**src/sv/olpu_pkg.sv**
```systemverilog
`default_nettype none
// ----------------------------------------------------------------------------
// olpu_pkg: shared types and codes for the ordered list update core
// Operation codes, status codes, the per-cell command and field widths.
// ----------------------------------------------------------------------------
package olpu_pkg;

   localparam int DEPTH_DEFAULT = 32;
   localparam int VALUE_W       = 32;
   localparam int POS_W         = 6;
   localparam int MODE_W        = 3;
   localparam int STATUS_W      = 2;
   localparam int COUNT_W       = 6;
   // wide enough for any count (up to 63) plus one, and any position
   localparam int CMP_W         = 8;

   typedef enum logic [MODE_W-1:0] {
      MODE_INS_FRONT = 3'd0,
      MODE_INS_BACK  = 3'd1,
      MODE_INS_AT    = 3'd2,
      MODE_DEL_FRONT = 3'd3,
      MODE_DEL_BACK  = 3'd4,
      MODE_DEL_AT    = 3'd5,
      MODE_READ_AT   = 3'd6,
      // no operation; always rejected
      MODE_UNUSED    = 3'd7
   } mode_type;

   typedef enum logic [STATUS_W-1:0] {
      STATUS_DONE  = 2'd0,
      STATUS_RANGE = 2'd1,
      STATUS_FULL  = 2'd2
   } status_type;

   typedef enum logic [1:0] {
      CELL_HOLD   = 2'd0,
      CELL_INSERT = 2'd1,
      CELL_DELETE = 2'd2
   } cell_op_type;

   // broadcast to every cell in the chain
   typedef struct packed {
      cell_op_type               op;
      logic [POS_W-1:0]          index;
      logic signed [VALUE_W-1:0] value;
   } cell_cmd_type;

endpackage
`default_nettype wire

```
**src/sv/olpu_cell.sv**
```systemverilog
`default_nettype none
// ----------------------------------------------------------------------------
// olpu_cell: one slot of the list
// Holds one element. Insert: target loads the new value, later cells take the
// left neighbor's. Delete: target and later cells take the right neighbor's.
// ----------------------------------------------------------------------------
module olpu_cell
   import olpu_pkg::*;
#(
   parameter int INDEX = 0
) (
   input  wire logic                      clock,
   input  wire cell_cmd_type              cmd,
   input  wire logic signed [VALUE_W-1:0] prev_value,
   input  wire logic signed [VALUE_W-1:0] next_value,
   output logic signed [VALUE_W-1:0]      value,
   output logic signed [VALUE_W-1:0]      hit_value
);

   localparam logic [POS_W-1:0] MY_INDEX = POS_W'(INDEX);

   logic signed [VALUE_W-1:0] value_ff;
   logic signed [VALUE_W-1:0] value_in;

   always_comb begin
      value_in = value_ff;
      case (cmd.op)
         CELL_INSERT: begin
            if (MY_INDEX == cmd.index) begin
               value_in = cmd.value;
            end else if (MY_INDEX > cmd.index) begin
               value_in = prev_value;
            end
         end
         CELL_DELETE: begin
            if (MY_INDEX >= cmd.index) begin
               value_in = next_value;
            end
         end
         default: begin
            value_in = value_ff;
         end
      endcase
   end

   always_ff @(posedge clock) begin
      value_ff <= value_in;
   end

   assign value     = value_ff;
   assign hit_value = (MY_INDEX == cmd.index) ? value_ff : '0;

endmodule
`default_nettype wire

```
**src/sv/ordered_list_positional_update_core.sv**
```systemverilog
`default_nettype none
// ----------------------------------------------------------------------------
// ordered_list_positional_update_core: positional insert/delete/read list
// A row of DEPTH cells holds the list; one command per beat may shift the row.
//
//   channel  dir  handshake              payload
//   req      in   req_valid/req_ready    req_mode, req_value, req_position
//   rsp      out  rsp_valid/rsp_ready    rsp_status, rsp_count, rsp_read_value
//
// Affected cells shift or load at the accept edge and the response register loads
// at the same edge, so one beat per cycle while the response side keeps up.
// A new request is taken while the response register is empty or being taken.
// Reset clears the count and the response valid; cell contents stay undefined.
// ----------------------------------------------------------------------------
module ordered_list_positional_update_core
   import olpu_pkg::*;
#(
   parameter int DEPTH = DEPTH_DEFAULT
) (
   input  wire logic                       clock,
   input  wire logic                       reset,
   input  wire logic                       req_valid,
   output logic                            req_ready,
   input  wire logic [MODE_W-1:0]          req_mode,
   input  wire logic signed [VALUE_W-1:0]  req_value,
   input  wire logic [POS_W-1:0]           req_position,
   output logic                            rsp_valid,
   input  wire logic                       rsp_ready,
   output logic [STATUS_W-1:0]             rsp_status,
   output logic [COUNT_W-1:0]              rsp_count,
   output logic signed [VALUE_W-1:0]       rsp_read_value
);

   localparam int CNT_W = $clog2(DEPTH + 1);
   localparam logic [CNT_W-1:0] FULL_COUNT = CNT_W'(DEPTH);

   logic [CNT_W-1:0]          count_ff;
   logic [CNT_W-1:0]          count_in;
   logic                      rsp_valid_ff;
   logic                      rsp_valid_in;
   logic [STATUS_W-1:0]       rsp_status_ff;
   logic [COUNT_W-1:0]        rsp_count_ff;
   logic signed [VALUE_W-1:0] rsp_read_value_ff;

   logic                      accept;
   cell_cmd_type              cmd;
   status_type                status;
   logic                      read_ok;
   logic signed [VALUE_W-1:0] read_value;
   logic signed [VALUE_W-1:0] hit_or;
   logic [CMP_W-1:0]          pos_ext;
   logic [CMP_W-1:0]          cnt_ext;
   logic                      full;
   logic                      read_range_bad;

   logic signed [VALUE_W-1:0] cell_value [DEPTH];
   logic signed [VALUE_W-1:0] cell_hit   [DEPTH];

   genvar gi;
   generate
      for (gi = 0; gi < DEPTH; gi++) begin : g_cell
         logic signed [VALUE_W-1:0] prev_value;
         logic signed [VALUE_W-1:0] next_value;
         if (gi == 0) begin : g_first
            assign prev_value = '0;
         end else begin : g_prev
            assign prev_value = cell_value[gi-1];
         end
         if (gi == DEPTH - 1) begin : g_last
            assign next_value = cell_value[gi];
         end else begin : g_next
            assign next_value = cell_value[gi+1];
         end
         olpu_cell #(
            .INDEX(gi)
         ) u_cell (
            .clock      (clock),
            .cmd        (cmd),
            .prev_value (prev_value),
            .next_value (next_value),
            .value      (cell_value[gi]),
            .hit_value  (cell_hit[gi])
         );
      end
   endgenerate

   always_comb begin
      hit_or = '0;
      for (int i = 0; i < DEPTH; i++) begin
         hit_or = hit_or | cell_hit[i];
      end
   end

   assign req_ready = !rsp_valid_ff || rsp_ready;
   assign accept    = req_valid && req_ready;

   always_comb begin
      pos_ext        = CMP_W'(req_position);
      cnt_ext        = CMP_W'(count_ff);
      full           = (count_ff == FULL_COUNT);
      read_range_bad = (pos_ext == '0) || (pos_ext > cnt_ext);
      status         = STATUS_DONE;
      read_ok        = 1'b0;
      count_in       = count_ff;
      cmd.op         = CELL_HOLD;
      cmd.index      = req_position - POS_W'(1);
      cmd.value      = req_value;
      case (mode_type'(req_mode))
         MODE_INS_FRONT, MODE_INS_BACK, MODE_INS_AT: begin
            if (req_mode == MODE_INS_AT &&
                (pos_ext == '0 || pos_ext > cnt_ext + CMP_W'(1))) begin
               status = STATUS_RANGE;
            end else if (full) begin
               status = STATUS_FULL;
            end else begin
               cmd.op   = CELL_INSERT;
               count_in = count_ff + CNT_W'(1);
               if (req_mode == MODE_INS_FRONT) begin
                  cmd.index = '0;
               end else if (req_mode == MODE_INS_BACK) begin
                  cmd.index = POS_W'(count_ff);
               end
            end
         end
         MODE_DEL_FRONT: begin
            if (count_ff == '0) begin
               status = STATUS_RANGE;
            end else begin
               cmd.op    = CELL_DELETE;
               cmd.index = '0;
               count_in  = count_ff - CNT_W'(1);
            end
         end
         MODE_DEL_BACK: begin
            if (count_ff == '0) begin
               status = STATUS_RANGE;
            end else begin
               count_in = count_ff - CNT_W'(1);
            end
         end
         MODE_DEL_AT: begin
            if (read_range_bad) begin
               status = STATUS_RANGE;
            end else begin
               cmd.op   = CELL_DELETE;
               count_in = count_ff - CNT_W'(1);
            end
         end
         MODE_READ_AT: begin
            if (read_range_bad) begin
               status = STATUS_RANGE;
            end else begin
               read_ok = 1'b1;
            end
         end
         default: begin
            status = STATUS_RANGE;
         end
      endcase
      // hold the row and the count unless a beat is taken
      if (!accept) begin
         cmd.op   = CELL_HOLD;
         count_in = count_ff;
      end
   end

   assign read_value   = read_ok ? hit_or : '0;
   assign rsp_valid_in = accept || (rsp_valid_ff && !rsp_ready);

   always_ff @(posedge clock) begin
      if (reset) begin
         count_ff     <= '0;
         rsp_valid_ff <= 1'b0;
      end else begin
         count_ff     <= count_in;
         rsp_valid_ff <= rsp_valid_in;
      end
   end

   always_ff @(posedge clock) begin
      if (accept) begin
         rsp_status_ff     <= status;
         rsp_count_ff      <= COUNT_W'(count_in);
         rsp_read_value_ff <= read_value;
      end
   end

   assign rsp_valid      = rsp_valid_ff;
   assign rsp_status     = rsp_status_ff;
   assign rsp_count      = rsp_count_ff;
   assign rsp_read_value = rsp_read_value_ff;

endmodule
`default_nettype wire

```
**config.mk**
```make
export PLATFORM = sky130hd
export DESIGN_NAME = ordered_list_positional_update_core
export DESIGN_NICKNAME = d
export VERILOG_FILES = /design/src/sv/olpu_pkg.sv /design/src/sv/olpu_cell.sv /design/src/sv/ordered_list_positional_update_core.sv
export SDC_FILE = /design/constraint.sdc
export NUM_CORES = 2
export LEC_CHECK = 0
export BUFFER_PORTS_ARGS = -buffer_cell sky130_fd_sc_hd__buf_2
export CAP_MARGIN = 20
export CORE_MARGIN = 2
export CORE_UTILIZATION = 45
export DETAILED_ROUTE_END_ITERATION = 10
export PLACE_DENSITY_LB_ADDON = 0.25
export SYNTH_ARGS = -nofsm -noshare
export SYNTH_HDL_FRONTEND = slang
export SYNTH_SLANG_ARGS = --single-unit
```
**constraint.sdc**
```tcl
create_clock -name clock -period 8.6 [get_ports clock]
set_input_delay 0 -clock clock [delete_from_list [all_inputs] [get_ports clock]]
set_output_delay 0 -clock clock [all_outputs]
set_load 0.1 [all_outputs]
```
==> impl_results.md <==
- Unrepaired setup endpoints after global routing: false
- Crit path arrival time: 6.89 ns
- Top Layer Used: met5
- TritonCTS clock tree: yes
- Post-synthesis cell count: 5748
- Number of nets in the layout: 5662
- CP max stage cell: buf_4
- Reg-to-Reg Start: count_ff[2]
- Met3 Routed Length: 39500 um
- Hpwl dp: 150000 um
- Vias in the first global route: 47.5k
- P_int: 0.00991 W
- Final instance area: 67500 um^2
- Fraction of registers with async set or reset after synthesis: 0%
- Top cell type's share of synthesized area: 52.1%
- R2R cell count: 16
- Most frequent cells after synthesis: nand2_1, edfxtp_1, mux2i_1
- Number of clock sinks: 1071
- PD cells: 211 nW/um^2
- Sequential share of the synthesized area: 52.3%
- IO buf count: 86
- Via count: 51.6k
- Largest net degree at the start of global routing: 283
- Setup bufs post-CTS: 0
- Worst IR Drop VDD: 0.176 mV
- Initial Util: 45.3%
- Reg-to-reg endpoint: g_cell[30].u_cell.value[29]
- CP Launch Type: register
- Clk network pwr share: 36.8%
- M1 WL: 94600 um
- Final min period: 6.38 ns
- Die ar.: 139000 um^2
- DRT iter0 DRCs: 9878
- DR pass1 iterations: 10
- Fin. Hold Viols: 0
- GR Overflow Total: 0
- Critical-path cell list: inv_1, ha_1, o21a_1, o21a_1, o21ai_0, a21oi_1, nor3_1, mux2_2, nand3_1, inv_1, ha_4, buf_12, buf_4, buf_4, buf_16, o21ai_0
- Share of cells above drive strength 1: 9.60%
- Combinational share of power: 16.0%
- Status: finished clean
- Core Area: 135000 um^2
- Worst Path Class, Setup: reg2reg
- CTS Buffer Depth: 3
- Clk_lat worst skew: 0.78 ns
- Via-per-instance ratio: 6.89
- Syn nets: 5811
- Kind of cell adding the most delay to the critical path: buffers and inverters
- Synthesized area per cell: 10.7 um^2
- Leak: 20.7 nW
- Die Y: 373 um
- Root Driver: clkbuf_16
- Hold-critical path depth: 3
- DRC violations left: 0
- Flop pwr share: 47.2%
- Internal reg-to-reg setup slack: 2.22 ns
- Area contributors post-synth: edfxtp_1, mux2i_1, nand2_1
- Routability congestion estimate: 0.933
- Final Skew: 0.0365 ns
- Met2 WL post-DR: 107000 um
- Syn-to-layout area delta: 9.96%
- # Max-Cap Violations: 0
- Measured slew at the worst slew-check pin: 1.26 ns
- Power, Total: 0.0143 W
- Most numerous cell in the Yosys netlist: nand2_1
- Setup total negative slack: 0 ns
- Sw frac: 30.5%
- Yosys cell types: 85
- Min-delay worst type: in2reg
- Aggregate routed wire length: 259000 um
- Yosys warns: 0
- Number of synthesized flops with an enable pin: 1064
- CTS clock-pin slew for the worst setup and hold paths: 0.06 ns
- Syn Std Cell Area: 61400 um^2
- Cts hold-fix bufs: 39
- Rows: 135
- Hold EP: count_ff[2]
- Hold slack: 0.0127 ns
- Ys flop type: edfxtp_1
- Final non-filler cell total: 7492
- Critical Path End Type: register
- Cts repair resizes: 0
- Placed cell areas: 63100 um^2
- Leading area contributor after synthesis: edfxtp_1
- Num CTS Buffers: 120
- Antenna Nets Post-Route: 0
- Initial antenna violation count: 12
- H-tree levels: 3
- Die W: 373 um
- CP Buf/Inv Count: 6
- #FFs+latches synth: 1071
- Crit path max fanout: 238
- Fin. max-slew vios: 0
- First-pass GRT wire length: 360000 um
- Worst Path Required: 9.11 ns
- Ports: 87
- Worst path max stage delay: 0.89 ns
- Hold Path Origin: reset
- Slew margin rel.: 15.7%
- Sw Pwr: 0.00435 W
- Placed insts: 7214
- Wire per inst: 34.5 um
- GRT Util Overall: 35.8%
- Final setup viols: 0
- Max Clk Rate: 157 MHz
- Period utilization: 74.2%
state kept, by name, summed over array words and instances, names as in the netlist:
name,flops
rsp_count,6
g_cell.u_cell.value,1024
count_ff,6
rsp_status,2
rsp_valid,1
rsp_read_value,32
worst max path at each step:
stage	start	end	depth (start not counted)
5_1_grt	count_ff[2]	g_cell[5].u_cell.value[29]	16
2_1_floorplan	rsp_valid	g_cell[14].u_cell.value[0]	13
3_3_place_gp	count_ff[2]	g_cell[6].u_cell.value[30]	15
3_5_place_dp	count_ff[2]	g_cell[17].u_cell.value[29]	15
6_report	count_ff[2]	g_cell[30].u_cell.value[29]	16
4_1_cts	count_ff[2]	g_cell[14].u_cell.value[26]	15
routing by layer:
metal  global-route usage, %  vias to the layer above
met2                    51.4                     4503
li1                        -                    21300
met4                    20.4                        6
met5                       0                        -
met3                    10.8                      993
met1                    48.0                    24800
worst reg2reg max path, delay by kind of cell (launching register included):
| family | cells | cell delay, ns |
|---|---|---|
| AOI/OAI and AO/OA | 5 | 0.79 |
| and+or+nand+nor | 2 | 0.57 |
| buffers and inverters | 6 | 3.00 |
| DFF | 1 | 0.61 |
| adders and majority gates | 2 | 0.86 |
| muxes | 1 | 0.26 |
cells by family after synthesis:
group | share of synthesized area (%)
AO/OA/AOI/OAI | 16.3
XOR/XNOR | 0.114
adder cells (fa/ha/maj) | 0.367
buffers and inverters | 4.62
flip-flops | 52.3
multiplexers | 16.7
AND/OR/NAND/NOR | 9.62
stage by stage:
| stage | util (%) | setup WS (ns) |
|---|---|---|
| 2_1_floorplan | - | 1.31 |
| 3_5_place_dp | 46.6 | 2.32 |
| 6_report | 49.8 | 2.22 |
| 3_3_place_gp | 46.6 | 2.43 |
| 4_1_cts | 49.7 | 2.30 |
| 5_1_grt | 49.8 | 1.87 |
power by group through the flow:
stage          registers [W]  clock network [W]  logic, W
3_5_place_dp         0.00682                  0   0.00215
4_1_cts              0.00671            0.00524   0.00217
5_1_grt              0.00676            0.00542   0.00234
3_3_place_gp         0.00682                  0   0.00210
2_1_floorplan        0.00676                  0   0.00119
6_report             0.00673            0.00524   0.00229
cell type report:
| type | instances | area [um^2] |
|---|---|---|
| timing repair buffer | 278 | 2230 |
| tap | 1781 | 2230 |
| fill | 12100 | 68000 |
| clock buffer | 155 | 3240 |
| clock inverter | 64 | 594 |
| antenna | 15 | 37.5 |
| inverter | 20 | 76.3 |
| sequential | 1071 | 32100 |
| multi-input combinational | 4108 | 27000 |
layout by cell type, fill, tap and decap left out, types with 12 or more instances in the layout:
cell type and n:
a21oi_1 58, a221oi_1 50, a222oi_1 15, a22o_1 52, a22oi_1 317, a31oi_1 18
buf_12 16, buf_2 86, buf_4 133, clkbuf_1 30, clkbuf_16 125, clkinv_1 28
clkinv_2 19, diode_2 15, dlygate4sd3_1 39, edfxtp_1 1064, ha_1 16, inv_1 15
mux2_2 33, mux2i_1 985, nand2_1 1113, nand3_1 33, nand4_1 38, nor2_1 58
nor2_4 31, nor3_1 22, o21ai_0 701, o21ai_1 328, o21ai_4 12, o22ai_1 18
Note: power is estimated with default switching activity, not from simulation.
